==> src/rtl/core/bmp_to_framebuffer_blit_macros.svh <==
// Assertion macros shared by the blitter RTL.
`ifndef BMP_TO_FRAMEBUFFER_BLIT_MACROS_SVH
`define BMP_TO_FRAMEBUFFER_BLIT_MACROS_SVH
`ifndef SYNTH
`define BFB_ASSERT(label, clk, rst_n, prop, msg) \
  label: assert property (@(posedge clk) disable iff (!rst_n) prop) else $error(msg);
`define BFB_NEVER(label, clk, rst_n, cond, msg) \
  label: assert property (@(posedge clk) disable iff (!rst_n) !(cond)) else $error(msg);
`else
`define BFB_ASSERT(label, clk, rst_n, prop, msg)
`define BFB_NEVER(label, clk, rst_n, cond, msg)
`endif
`endif

==> src/rtl/core/bfb_pkg.sv <==
// ---------------------------------------------------------------------------
// bfb_pkg
// Shared types and constants of the BMP to framebuffer blitter.
// ---------------------------------------------------------------------------
package bfb_pkg;

  localparam int DEF_SCREEN_WIDTH  = 800;
  localparam int DEF_SCREEN_HEIGHT = 480;

  // screen coordinate widths before clipping: origin plus image counter
  localparam int SX_W = 11;
  localparam int SY_W = 10;

  localparam int FIFO_DEPTH = 4;

  localparam int CFG_IDX_W  = 3;
  localparam int CFG_DATA_W = 10;

  localparam logic [CFG_IDX_W-1:0] CFG_IMAGE_WIDTH  = 3'd0;
  localparam logic [CFG_IDX_W-1:0] CFG_IMAGE_HEIGHT = 3'd1;
  localparam logic [CFG_IDX_W-1:0] CFG_ORIGIN_X     = 3'd2;
  localparam logic [CFG_IDX_W-1:0] CFG_ORIGIN_Y     = 3'd3;
  localparam logic [CFG_IDX_W-1:0] CFG_HALF_SCALE   = 3'd4;

  localparam logic [9:0] RST_IMAGE_WIDTH  = 10'd800;
  localparam logic [8:0] RST_IMAGE_HEIGHT = 9'd480;

  typedef struct packed {
    logic [9:0] image_width;
    logic [8:0] image_height;
    logic [9:0] origin_x;
    logic [8:0] origin_y;
    logic       half_scale;
  } cfg_t;

  // one on-screen pixel handed from front to back
  typedef struct packed {
    logic [SX_W-1:0] sx;
    logic [SY_W-1:0] sy;
    logic [23:0]     color;
  } pix_t;

endpackage

==> src/rtl/core/bfb_in_if.sv <==
// ---------------------------------------------------------------------------
// bfb_in_if
// Byte channel into the blitter: valid/ready, a start-of-image flag and one pixel-data byte.
// ---------------------------------------------------------------------------
interface bfb_in_if;
  logic       valid;
  logic       ready;
  logic       start_of_image;
  logic [7:0] data_byte;

  modport source (output valid, output start_of_image, output data_byte, input ready);
  modport sink   (input valid, input start_of_image, input data_byte, output ready);
endinterface

==> src/rtl/core/bfb_out_if.sv <==
// ---------------------------------------------------------------------------
// bfb_out_if
// Framebuffer write channel out of the blitter: valid/ready, address, color.
// ---------------------------------------------------------------------------
interface bfb_out_if;
  logic        valid;
  logic        ready;
  logic [18:0] fb_address;
  logic [23:0] pixel_color;

  modport source (output valid, output fb_address, output pixel_color, input ready);
  modport sink   (input valid, input fb_address, input pixel_color, output ready);
endinterface

==> src/rtl/core/bfb_fifo.sv <==
// ---------------------------------------------------------------------------
// bfb_fifo
// Short pixel queue between the byte front end and the address back end.
// ---------------------------------------------------------------------------
`include "bmp_to_framebuffer_blit_macros.svh"

module bfb_fifo import bfb_pkg::*; (
  input  logic clk,
  input  logic rst_n,
  input  logic push,
  input  pix_t push_data,
  input  logic pop,
  output pix_t pop_data,
  output logic full,
  output logic empty
);

  localparam int PTR_W = $clog2(FIFO_DEPTH);
  localparam int CNT_W = $clog2(FIFO_DEPTH + 1);

  pix_t             mem_r [FIFO_DEPTH];
  logic [PTR_W-1:0] wr_ptr_r, wr_ptr_nxt;
  logic [PTR_W-1:0] rd_ptr_r, rd_ptr_nxt;
  logic [CNT_W-1:0] count_r, count_nxt;

  assign full     = (count_r == CNT_W'(FIFO_DEPTH));
  assign empty    = (count_r == '0);
  assign pop_data = mem_r[rd_ptr_r];

  always_comb begin
    wr_ptr_nxt = push ? PTR_W'(wr_ptr_r + 1'b1) : wr_ptr_r;
    rd_ptr_nxt = pop  ? PTR_W'(rd_ptr_r + 1'b1) : rd_ptr_r;
    count_nxt  = count_r;
    if (push && !pop) begin
      count_nxt = CNT_W'(count_r + 1'b1);
    end else if (pop && !push) begin
      count_nxt = CNT_W'(count_r - 1'b1);
    end
  end

  always_ff @(posedge clk) begin
    if (push) begin
      mem_r[wr_ptr_r] <= push_data;
    end
  end

  always_ff @(posedge clk) begin
    if (!rst_n) begin
      wr_ptr_r <= '0;
      rd_ptr_r <= '0;
      count_r  <= '0;
    end else begin
      wr_ptr_r <= wr_ptr_nxt;
      rd_ptr_r <= rd_ptr_nxt;
      count_r  <= count_nxt;
    end
  end

  `BFB_NEVER(a_no_push_full, clk, rst_n, push && full, "push into full queue")
  `BFB_NEVER(a_no_pop_empty, clk, rst_n, pop && empty, "pop from empty queue")
  `BFB_NEVER(a_count_range, clk, rst_n, count_r > CNT_W'(FIFO_DEPTH), "queue count overflow")

endmodule

==> src/rtl/core/bfb_front.sv <==
// ---------------------------------------------------------------------------
// bfb_front
// Byte front end: assembles B,G,R bytes, skips row padding, tracks the
// image column and row, and queues only pixels that land on the screen.
// ---------------------------------------------------------------------------
module bfb_front import bfb_pkg::*; #(
  parameter int SCREEN_WIDTH  = DEF_SCREEN_WIDTH,
  parameter int SCREEN_HEIGHT = DEF_SCREEN_HEIGHT
) (
  input  logic       clk,
  input  logic       rst_n,
  input  cfg_t       cfg,
  bfb_in_if.sink     in_bytes,
  input  logic       q_full,
  output logic       q_push,
  output pix_t       q_data
);

  typedef enum logic [1:0] {
    PH_BLUE  = 2'd0,
    PH_GREEN = 2'd1,
    PH_RED   = 2'd2
  } phase_t;

  phase_t      phase_r, phase_nxt, phase_e;
  logic [9:0]  col_r, col_nxt, col_e;
  logic [8:0]  row_r, row_nxt, row_e;
  logic [1:0]  pad_r, pad_nxt, pad_e;
  logic [15:0] held_r, held_nxt, held_e;

  logic            acc;
  logic            restart;
  logic [10:0]     col_inc;
  logic [9:0]      width_e;
  logic            visible;
  logic [SX_W-1:0] sx;
  logic [SY_W-1:0] sy;

  assign in_bytes.ready = !q_full;
  assign acc            = in_bytes.valid && !q_full;
  assign restart        = in_bytes.start_of_image;

  always_comb begin
    phase_e = restart ? PH_BLUE : phase_r;
    col_e   = restart ? '0 : col_r;
    row_e   = restart ? '0 : row_r;
    pad_e   = restart ? '0 : pad_r;
    held_e  = restart ? '0 : held_r;

    phase_nxt = phase_e;
    col_nxt   = col_e;
    row_nxt   = row_e;
    pad_nxt   = pad_e;
    held_nxt  = held_e;

    width_e = (cfg.image_width == '0) ? 10'd1 : cfg.image_width;
    col_inc = {1'b0, col_e} + 11'd1;

    if (cfg.half_scale) begin
      visible = !col_e[0] && !row_e[0];
      sx      = {2'b00, col_e[9:1]};
      sy      = {2'b00, row_e[8:1]};
    end else begin
      visible = 1'b1;
      sx      = {1'b0, cfg.origin_x} + {1'b0, col_e};
      sy      = {1'b0, cfg.origin_y} + {1'b0, row_e};
    end

    q_push       = 1'b0;
    q_data.sx    = sx;
    q_data.sy    = sy;
    q_data.color = {in_bytes.data_byte, held_e};

    priority if (row_e >= cfg.image_height) begin
      // image done: ignore bytes until the next start
    end else if (pad_e != '0) begin
      pad_nxt = pad_e - 2'd1;
    end else begin
      unique case (phase_e)
        PH_BLUE: begin
          held_nxt  = {held_e[15:8], in_bytes.data_byte};
          phase_nxt = PH_GREEN;
        end
        PH_GREEN: begin
          held_nxt  = {in_bytes.data_byte, held_e[7:0]};
          phase_nxt = PH_RED;
        end
        default: begin
          phase_nxt = PH_BLUE;
          if (col_inc >= {1'b0, width_e}) begin
            col_nxt = '0;
            row_nxt = row_e + 9'd1;
            // 3*w padded to 4 bytes: pad is w mod 4
            pad_nxt = width_e[1:0];
          end else begin
            col_nxt = col_inc[9:0];
          end
          q_push = visible && (32'(sx) < SCREEN_WIDTH) && (32'(sy) < SCREEN_HEIGHT);
        end
      endcase
    end

    if (!acc) begin
      phase_nxt = phase_r;
      col_nxt   = col_r;
      row_nxt   = row_r;
      pad_nxt   = pad_r;
      held_nxt  = held_r;
      q_push    = 1'b0;
    end
  end

  always_ff @(posedge clk) begin
    if (!rst_n) begin
      phase_r <= PH_BLUE;
      col_r   <= '0;
      row_r   <= '0;
      pad_r   <= '0;
      held_r  <= '0;
    end else begin
      phase_r <= phase_nxt;
      col_r   <= col_nxt;
      row_r   <= row_nxt;
      pad_r   <= pad_nxt;
      held_r  <= held_nxt;
    end
  end

endmodule

==> src/rtl/core/bfb_back.sv <==
// ---------------------------------------------------------------------------
// bfb_back
// Address back end: row-from-top times screen width, plus column, into a
// registered framebuffer write.
// ---------------------------------------------------------------------------
`include "bmp_to_framebuffer_blit_macros.svh"

module bfb_back import bfb_pkg::*; #(
  parameter int SCREEN_WIDTH  = DEF_SCREEN_WIDTH,
  parameter int SCREEN_HEIGHT = DEF_SCREEN_HEIGHT
) (
  input  logic       clk,
  input  logic       rst_n,
  input  logic       q_empty,
  input  pix_t       q_data,
  output logic       q_pop,
  bfb_out_if.source  out_pixels
);

  localparam int WW = $clog2(SCREEN_WIDTH + 1);
  localparam int RW = $clog2(SCREEN_HEIGHT);
  localparam int PW = WW + RW;
  localparam int AW = (PW + 1 > 19) ? PW + 1 : 19;

  logic [RW-1:0]   row_top;
  logic [PW-1:0]   s1_prod_r;
  logic [SX_W-1:0] s1_sx_r;
  logic [23:0]     s1_color_r;
  logic            s1_v_r;
  logic [AW-1:0]   addr_sum;
  logic [18:0]     o_addr_r;
  logic [23:0]     o_color_r;
  logic            o_v_r;
  logic            o_adv;
  logic            s1_adv;

  assign o_adv  = !o_v_r || out_pixels.ready;
  assign s1_adv = !s1_v_r || o_adv;
  assign q_pop  = !q_empty && s1_adv;

  assign row_top  = RW'(SCREEN_HEIGHT - 1) - RW'(q_data.sy);
  assign addr_sum = AW'(s1_prod_r) + AW'(s1_sx_r);

  always_ff @(posedge clk) begin
    if (s1_adv) begin
      s1_prod_r  <= PW'(SCREEN_WIDTH) * PW'(row_top);
      s1_sx_r    <= q_data.sx;
      s1_color_r <= q_data.color;
    end
    if (o_adv) begin
      o_addr_r  <= addr_sum[18:0];
      o_color_r <= s1_color_r;
    end
  end

  always_ff @(posedge clk) begin
    if (!rst_n) begin
      s1_v_r <= 1'b0;
      o_v_r  <= 1'b0;
    end else begin
      if (s1_adv) begin
        s1_v_r <= q_pop;
      end
      if (o_adv) begin
        o_v_r <= s1_v_r;
      end
    end
  end

  assign out_pixels.valid       = o_v_r;
  assign out_pixels.fb_address  = o_addr_r;
  assign out_pixels.pixel_color = o_color_r;

  `BFB_ASSERT(a_s1_hold, clk, rst_n, s1_v_r && !o_adv |=> s1_v_r && $stable(s1_prod_r), "stage lost")
  `BFB_ASSERT(a_pop_load, clk, rst_n, q_pop |=> s1_v_r, "popped pixel not in stage")
  `BFB_ASSERT(a_out_load, clk, rst_n, o_adv && s1_v_r |=> o_v_r, "stage not moved to output")

endmodule

==> src/rtl/core/bmp_to_framebuffer_blit.sv <==
// ---------------------------------------------------------------------------
// bmp_to_framebuffer_blit
// 24-bit bottom-up BMP pixel bytes in, framebuffer writes out.
// ---------------------------------------------------------------------------
// Throughput: one byte per cycle while the pixel queue is not full; at most one framebuffer write per cycle.
// Path: the pixel completed by an accepted red byte passes the queue entry, the
//   multiply stage and the output register, in that order.
// A four-entry pixel queue lets the byte side run while the output stalls.
// Reset: registers go to 800/480/0/0/0, counters to zero, queue and stages empty.
module bmp_to_framebuffer_blit import bfb_pkg::*; #(
  parameter int SCREEN_WIDTH  = DEF_SCREEN_WIDTH,
  parameter int SCREEN_HEIGHT = DEF_SCREEN_HEIGHT
) (
  input  logic                  clk,
  input  logic                  rst_n,
  input  logic                  cfg_we,
  input  logic [CFG_IDX_W-1:0]  cfg_index,
  input  logic [CFG_DATA_W-1:0] cfg_data,
  bfb_in_if.sink                in_bytes,
  bfb_out_if.source             out_pixels
);

  cfg_t cfg_r, cfg_nxt;
  logic q_push, q_pop, q_full, q_empty;
  pix_t q_wdata, q_rdata;

  always_comb begin
    cfg_nxt = cfg_r;
    if (cfg_we) begin
      unique case (cfg_index)
        CFG_IMAGE_WIDTH:  cfg_nxt.image_width  = cfg_data;
        CFG_IMAGE_HEIGHT: cfg_nxt.image_height = cfg_data[8:0];
        CFG_ORIGIN_X:     cfg_nxt.origin_x     = cfg_data;
        CFG_ORIGIN_Y:     cfg_nxt.origin_y     = cfg_data[8:0];
        CFG_HALF_SCALE:   cfg_nxt.half_scale   = cfg_data[0];
        default: ;
      endcase
    end
  end

  always_ff @(posedge clk) begin
    if (!rst_n) begin
      cfg_r.image_width  <= RST_IMAGE_WIDTH;
      cfg_r.image_height <= RST_IMAGE_HEIGHT;
      cfg_r.origin_x     <= '0;
      cfg_r.origin_y     <= '0;
      cfg_r.half_scale   <= 1'b0;
    end else begin
      cfg_r <= cfg_nxt;
    end
  end

  bfb_front #(
    .SCREEN_WIDTH  (SCREEN_WIDTH),
    .SCREEN_HEIGHT (SCREEN_HEIGHT)
  ) u_front (
    .clk      (clk),
    .rst_n    (rst_n),
    .cfg      (cfg_r),
    .in_bytes (in_bytes),
    .q_full   (q_full),
    .q_push   (q_push),
    .q_data   (q_wdata)
  );

  bfb_fifo u_fifo (
    .clk       (clk),
    .rst_n     (rst_n),
    .push      (q_push),
    .push_data (q_wdata),
    .pop       (q_pop),
    .pop_data  (q_rdata),
    .full      (q_full),
    .empty     (q_empty)
  );

  bfb_back #(
    .SCREEN_WIDTH  (SCREEN_WIDTH),
    .SCREEN_HEIGHT (SCREEN_HEIGHT)
  ) u_back (
    .clk        (clk),
    .rst_n      (rst_n),
    .q_empty    (q_empty),
    .q_data     (q_rdata),
    .q_pop      (q_pop),
    .out_pixels (out_pixels)
  );

endmodule

==> src/flat_wrapper.sv <==
// flat-port wrapper written by rule: the top's interface ports become plain ports
module bmp_to_framebuffer_blit_flat import bfb_pkg::*;
#(
  parameter int SCREEN_WIDTH  = DEF_SCREEN_WIDTH,
  parameter int SCREEN_HEIGHT = DEF_SCREEN_HEIGHT
)
  (clk, rst_n, cfg_we, cfg_index, cfg_data, in_bytes_valid, in_bytes_start_of_image, in_bytes_data_byte, in_bytes_ready, out_pixels_valid, out_pixels_fb_address, out_pixels_pixel_color, out_pixels_ready);
  bfb_in_if in_bytes_i ();
  bfb_out_if out_pixels_i ();
  input  logic clk;
  input  logic rst_n;
  input  logic cfg_we;
  input  logic [CFG_IDX_W-1:0] cfg_index;
  input  logic [CFG_DATA_W-1:0] cfg_data;
  input wire logic [$bits(in_bytes_i.valid)-1:0] in_bytes_valid;
  input wire logic [$bits(in_bytes_i.start_of_image)-1:0] in_bytes_start_of_image;
  input wire logic [$bits(in_bytes_i.data_byte)-1:0] in_bytes_data_byte;
  output wire logic [$bits(in_bytes_i.ready)-1:0] in_bytes_ready;
  output wire logic [$bits(out_pixels_i.valid)-1:0] out_pixels_valid;
  output wire logic [$bits(out_pixels_i.fb_address)-1:0] out_pixels_fb_address;
  output wire logic [$bits(out_pixels_i.pixel_color)-1:0] out_pixels_pixel_color;
  input wire logic [$bits(out_pixels_i.ready)-1:0] out_pixels_ready;
  assign in_bytes_i.valid = in_bytes_valid;
  assign in_bytes_i.start_of_image = in_bytes_start_of_image;
  assign in_bytes_i.data_byte = in_bytes_data_byte;
  assign in_bytes_ready = in_bytes_i.ready;
  assign out_pixels_valid = out_pixels_i.valid;
  assign out_pixels_fb_address = out_pixels_i.fb_address;
  assign out_pixels_pixel_color = out_pixels_i.pixel_color;
  assign out_pixels_i.ready = out_pixels_ready;
  bmp_to_framebuffer_blit #(.SCREEN_WIDTH(SCREEN_WIDTH), .SCREEN_HEIGHT(SCREEN_HEIGHT)) u_core (.clk(clk), .rst_n(rst_n), .cfg_we(cfg_we), .cfg_index(cfg_index), .cfg_data(cfg_data), .in_bytes(in_bytes_i), .out_pixels(out_pixels_i));
endmodule
==> config.mk <==
export PLATFORM = sky130hd
export DESIGN_NAME = bmp_to_framebuffer_blit_flat
export DESIGN_NICKNAME = d
export VERILOG_FILES = /design/src/rtl/core/bfb_pkg.sv /design/src/rtl/core/bfb_in_if.sv /design/src/rtl/core/bfb_out_if.sv /design/src/rtl/core/bfb_fifo.sv /design/src/rtl/core/bfb_front.sv /design/src/rtl/core/bfb_back.sv /design/src/rtl/core/bmp_to_framebuffer_blit.sv /design/src/flat_wrapper.sv
export VERILOG_INCLUDE_DIRS = /design/src /design/src/rtl/core
export SDC_FILE = /design/constraint.sdc
export NUM_CORES = 1
export LEC_CHECK = 0
export ABC_AREA = 1
export BUFFER_PORTS_ARGS = -buffer_cell sky130_fd_sc_hd__buf_2
export CAP_MARGIN = 0
export CORE_MARGIN = 2
export CORE_UTILIZATION = 40
export DETAILED_ROUTE_END_ITERATION = 12
export RECOVER_POWER = 25
export SYNTH_ARGS = -nofsm -noshare
export SYNTH_HDL_FRONTEND = slang
export SYNTH_SLANG_ARGS = --single-unit
export TNS_END_PERCENT = 30
==> constraint.sdc <==
create_clock -name clk -period 10.4 [get_ports clk]
set_input_delay 1.56 -clock clk [delete_from_list [all_inputs] [get_ports clk]]
set_output_delay 1.56 -clock clk [all_outputs]
set_load 0.1 [all_outputs]
After elaboration in Yosys (flattened, before gate mapping)
Memory sizes are Yosys's and may differ from the RTL's. A register that Yosys moved wholly into a read port is not among the register bits.
Index checks and enable logic that the tools add are counted.
Storage, ports and cells
  register bits after elaboration: 179
  memory bits (writable): 180
  word-level logic and storage cells: 109
  memories kept: 1
Memory list
  u_core.u_fifo.mem_r: depth 4, bits a word 45, read ports 1, clocked after Yosys merged registers in 1, wr ports 1, line bfb_fifo.sv:21  | pix_t mem_r [FIFO_DEPTH];
Operators by class
  add/subtract/negate cells: 11
  multiply operators: 1
  magnitude comparators: 4
  equal/unequal tests: 6
  muxes and demuxes: 37
  reduce and logical (&&, ||, !) cells: 29
Operators by type and width (count)
  two-way mux 10 bit: 7
  two-way mux 16 bit: 3
  two-way mux 9 bit: 5
  case mux 16 bit (2 select lines): 1
  two-way mux 2 bit: 10
  adder 19 x 11 -> 19 bit: 1
  multiplier 5 x 9 -> 14 bit (first input constant): 1
  adder 10 x 1 -> 11 bit (second input constant): 1
  adder 10 x 10 -> 11 bit: 1
  >= comparator 11 x 10 -> 1 bit: 1
  < comparator 11 x 10 -> 1 bit (second input constant): 1
  two-way mux 11 bit: 1
  adder 9 x 9 -> 10 bit: 1
  zero test 10 bit: 1
  < comparator 10 x 9 -> 1 bit (second input constant): 1
  AND reduction 2 bit: 5
  adder 9 x 1 -> 9 bit (second input constant): 1
  >= comparator 9 bit: 1
  subtractor 9 bit (first input constant): 1
  zero test 1 bit: 8
  logical AND 1 bit: 7
  two-way mux 1 bit: 7
  == test 3 x 2 -> 1 bit (second input constant): 2
  == test 3 bit (second input constant): 2
  13 further kinds: 18

Depth between registers and ports, before layout
  word-level depth: 14
  mapped depth: 27

Cells and area by module
From an unflattened synthesis, not the netlist that was laid out.
Second synthesis, totals
  cell total of the unflattened synthesis: 1784
  area total of the unflattened synthesis: 17387.9 µm²
Modules (own cells, without submodules)
  bfb_fifo: times used 1, cells an instance 493, area each 7248.2 µm², seq. area each 5585.4 µm²
  bfb_front: times used 1, cells an instance 733, area each 4294.1 µm², seq. area each 780.7 µm²
  bfb_back: times used 1, cells an instance 331, area each 4247.8 µm², seq. area each 2802.7 µm²
  bmp_to_framebuffer_blit: times used 1, cells an instance 227, area each 1597.8 µm², seq. area each 780.7 µm²

Worst setup path after synthesis
No wires, ideal clock.
  path kind: in2reg
  start point: in in_bytes_start_of_image
  end point: mem u_core.u_fifo.mem_r[0][0] (netlist name), enable pin
  setup time: 445 ps
  arrival time: 5358 ps
  path slack: 4597 ps
  stages: 17
  buffers on the path: 2
  cell sequence: inv_4 > buf_6 > buf_2 > nand2_1 > inv_1 > ha_1 > a21oi_1 > o21ai_1 > nand2_1 > nand4_2 > nor2_4 > inv_2 > nor2_2 > nand2_1 > nor2_4 > nand2_4 > nor2_1
On the way
  word-level cells in the longest chain between the ends: 12
  elaborated cells on any way between the ends: 27
  those cells by class: add/sub: 2; order compare: 3; eq/ne: 1; mux: 13; reduce/logical: 8
RTL lines
  start: declaration: line flat_wrapper.sv:16  | input wire logic [$bits(in_bytes_i.start_of_image)-1:0] in_bytes_start_of_image;
  two-way mux 10 bit / two-way mux 9 bit (equally long branches): line bfb_front.sv:45, bfb_front.sv:46
  adder 10 x 10 -> 11 bit / zero test 1 bit (equally long branches): line bfb_front.sv:65, bfb_front.sv:60
  two-way mux 11 bit / logical AND 1 bit (equally long branches): line bfb_front.sv:59, bfb_front.sv:60
  < comparator 11 x 10 -> 1 bit / two-way mux 1 bit (equally long branches): line bfb_front.sv:98, bfb_front.sv:59
  logical AND 1 bit (2 in series): line bfb_front.sv:98  | q_push = visible && (32'(sx) < SCREEN_WIDTH) && (32'(sy) < SCREEN_HEIGHT);
  two-way mux 1 bit: line bfb_front.sv:79  | unique case (phase_e)
  two-way mux 1 bit: line bfb_front.sv:76  | end else if (pad_e != '0) begin
  two-way mux 1 bit (*): line bfb_front.sv:74  | priority if (row_e >= cfg.image_height) begin
  two-way mux 1 bit (*): line bfb_front.sv:103  | if (!acc) begin
  two-way mux 1 bit (*): line bfb_fifo.sv:42  | if (push) begin
  two-way mux 1 bit (implied by the code) (*): line bfb_fifo.sv:43  | mem_r[wr_ptr_r] <= push_data;
  end: declaration: line bfb_fifo.sv:21
Every way passes the cells marked *; elsewhere a longest branch is shown, timed or not.

==> results list <==
* Placed cell count: 2091
* Inserted Diodes: 0
- # H-tree levels: 2
* Count of standard-cell rows: 73
* Stage delay of the slowest cell on the critical path: 1410 ps
- Yosys cell types: 50
- Post-route core utilization: 0.464
* Detailed Routing Iterations Pass 1: 5
* Hpwl dp: 23000 µm
* Nets: 1723
- The worst setup path is of the reg2reg kind.
* Floorplan die height: 205 µm
- TritonCTS clock tree: done
* Cell leakage power: 7.39 nW
- Sequential group share of total power: 0.339
- After detailed routing, the met3 layer carries 1850 µm of wire.
* Pin count of the biggest net entering global routing: 89
- For this run, design rule violations remaining after detail routing come to 0.
* Number of resized instances in the post-cts repair step: 0
* Layout Skew: 23.4 ps
* Proportion of total power due to net switching: 0.406
- Setup violations remaining at the end of the flow were counted as 0.
* MaxCap Viol Count: 3
- Worst EP required: 10720 ps
- Area growth from synthesis to final layout: 14.2%
* Final number of max-transition violations: 143
- Counting flops and latches in the post-synthesis netlist gives 357.
- The final route contains 11000 vias.
- The clock drives 357 sinks.
* Total power per unit cell area: 325 mW/mm²
* Number of nets in the synthesized netlist: 1652
* I/O Pins: 72
- After the flow finishes, the layout carries non-filler instances totaling 2165.
* Overall Global Routing Usage: 0.171
- Area fraction of the dominant cell type after synthesis: 0.498
* Average cell area after synthesis: 10.5 µm²
- Buffer cell driving the clock tree root: clkbuf_16
- The die covers 0.0420 mm².
* Postcts setup bufs: 0
- Capturing element type of the critical path: register
- Slew at the pin closest to its max-slew limit: 2830 ps
- The highest layer touched by signal routing is met4.
* Data arrival at the endpoint of the critical path: 7180 ps
* Number of failing hold endpoints at the final stage: 0
- On the final layout, the worst hold slack is 416 ps.
- Rel. slew slack: -0.883
* Count of routing violations after the opening detailed-route iteration: 675
* Combinational Power Share: 0.416
- Grt ovf: 0
* Starting Density: 0.406
* Post-synthesis cell area: 0.0162 mm²
- Total power for the finished layout comes to 6.00 mW.
* Post-Synthesis Cells: 1537
* Path category of the worst min-delay check: reg2reg
- Slowest cell on crit path: inv_1
- The cell that appears most often on the critical path is nand2_1.
* Final worst path period need: 6850 ps
* Power share of the clock group: 0.245
- After detailed routing, the number of vias per cell comes to 5.10.
- Summing all multi-input logic gate instances after layout gives 0.00545 mm².
* Area leader, netlist: edfxtp_1
- Reported net switching power: 2.44 mW
* Antenna-violating nets left: 0
- After clock tree synthesis, the clock-pin slew on the worst setup and hold paths is 60 ps.
- Source-to-sink clock delay at the later pin of the worst-skew pair: 560 ps
- Max FO, Critical Path: 50
- For this run, asynchronously set or reset flops after synthesis account for 0.
- The first global-routing pass estimated 56000 µm of wire.
* Setup repair after global routing missed its margin: false
- Number of input and output port buffers inserted: 71
- Across the whole layout, storage elements account for 0.00983 mm².
- Internal power comes to 3.56 mW.
- Final period util: 0.659
- Achievable Freq: 146 MHz
- Outcome: finished with violations
- The signal on the critical path passes through clkbuf_1 -> inv_1 -> a32o_1 -> ha_1 -> ha_1 -> inv_1 -> fa_1 -> inv_1 -> ha_1 -> a21oi_1 -> nand2_1 -> nand2_1 -> nand2_1 -> a21oi_1 -> o21ai_0 -> a21oi_1 -> o21ai_0 -> a21o_1 -> nand2_1 -> nand2_1.
* Total number of yosys warnings: 0
- The worst-case IR drop observed on VDD is 0.240 mV.
* CTS Buf Count: 40
- Number of filler cells placed in the layout: 3709
- Gp weighted congestion: 0.851
- Counting instances in the post-synthesis netlist gives the leading cell types as 268 x edfxtp_1, 190 x nand2_1, 170 x inv_1, 166 x o21ai_0, 152 x nor2_1.
* Total negative setup slack: 0 ps
* DR WL/cell: 16.2 µm
- Area of the core: 0.0398 mm²
* Register area share after synthesis: 0.608
- Most repeated cell in the gate-level netlist after synthesis: edfxtp_1
* Kind of start point of the critical path: register
- The checks that failed: capacitance limit, slew limit.
- The synthesized design contains 268 enable-type register cells.
- Sum of met2 wire segment lengths after detailed routing: 16100 µm
- Initial antenna violation count: 3
* Aggregate routed wire length: 35100 µm
- Maximum clock path buffer count: 3
- The number of global-route vias before repair is 10400.
- In this run the horizontal extent of the chip is 205 µm.
* Share of layout cells above drive strength 1: 0.112
* Cts hold-fix bufs: 0
* Top cells by area in the synthesized netlist: edfxtp_1 50%, dfxtp_1 11%, ha_1 6.3%
* Main synth FF type: edfxtp_1
* Post-route met1 wirelength: 16500 µm
-- cells by family after synthesis --
logic type | count (synthesis) | synth area share
AOI/OAI and AO/OA | 368 | 0.124
DFF | 357 | 0.608
adders and majority gates | 88 | 0.0714
and+or+nand+nor | 453 | 0.123
xor gates and xnor gates | 32 | 0.0173
buffers and inverters | 239 | 0.0569
-- critical path, delay by kind of cell, from the launching register on --
family	cells	cell delay [ps]
DFF	1	310
buffers and inverters	4	2850
and+or+nand+nor	5	300
AOI/OAI and AO/OA	7	1660
adders and majority gates	4	1450
-- per-stage QoR --
step,instance area (µm²),worst slack [ps]
floorplan,16200,4600
global placement,17100,4870
detailed placement,17100,4790
CTS,18500,5360
global route,18500,2890
finish,18500,3550
-- layout by cell type, fill, tap and decap left out, drive strengths merged, types with 11 or more instances in the layout --
cell type	synthesis	final
dfxtp	89	89
nor2	161	161
inv	181	182
nor3	11	11
a21oi	117	117
xor2	22	22
buf	9	72
edfxtp	268	268
nand3	54	54
clkbuf	45	62
o21ai	176	176
o211ai	13	13
ha	81	81
o22ai	41	41
nand4	16	16
clkinv	4	17
nand2	199	199
-- final timing paths --
| check | start | end | slack, ps | depth (start not counted) |
|---|---|---|---|---|
| min reg2reg | u_core.u_back.s1_color_r[18]$_DFFE_PN_ | u_core.u_back.out_pixels.pixel_color[18]$_DFFE_PP_ | 420 | 0 |
| max reg2reg | register | u_core.u_back.s1_prod_r[18]$_DFFE_PN_ | 3550 | 20 |
| max | register | u_core.u_back.s1_prod_r[18]$_DFFE_PN_ | 3550 | 20 |
| min | u_core.u_back.s1_color_r[18]$_DFFE_PN_ | u_core.u_back.out_pixels.pixel_color[18]$_DFFE_PP_ | 420 | 0 |
-- layout make-up --
class                   instances  share of cell area
inverters                     185              0.0377
repair buffers                 83              0.0231
clock inverters                23              0.0159
flip-flops and latches        357               0.532
clock buffers                  51              0.0598
multi-input cells             941               0.295
well taps                     525              0.0356
-- state kept, by name (all words and copies together), names as in the netlist, 3 cells and up, named ones only --
name                                  cells
u_core.u_front.held_r                    16
u_core.u_front.col_r                     10
u_core.u_back.s1_sx_r                    11
u_core.u_back.out_pixels.pixel_color     24
u_core.u_fifo.mem_r                     176
u_core.u_back.s1_prod_r                  14
u_core.u_back.s1_color_r                 24
u_core.u_back.out_pixels.fb_address      19
u_core.u_fifo.count_r                     3
u_core.u_front.row_r                      9
u_core.cfg_r                             39
-- layer usage --
layer,vias to the layer above,track usage
met4,0,0.0460
met3,50,0.0326
met2,233,0.271
met5,-,0
met1,5259,0.241
li1,5490,-
-- power groups by stage --
stage | sequential (mW) | clock [mW] | combinational [mW]
2_1_floorplan | 2.71 | 0 | 1.37
3_3_place_gp | 2.06 | 0 | 2.48
3_5_place_dp | 2.07 | 0 | 2.52
4_1_cts | 2.04 | 1.50 | 2.54
5_1_grt | 2.06 | 1.56 | 2.83
6_report | 2.03 | 1.47 | 2.50
Power figures use the tool's default switching activity.
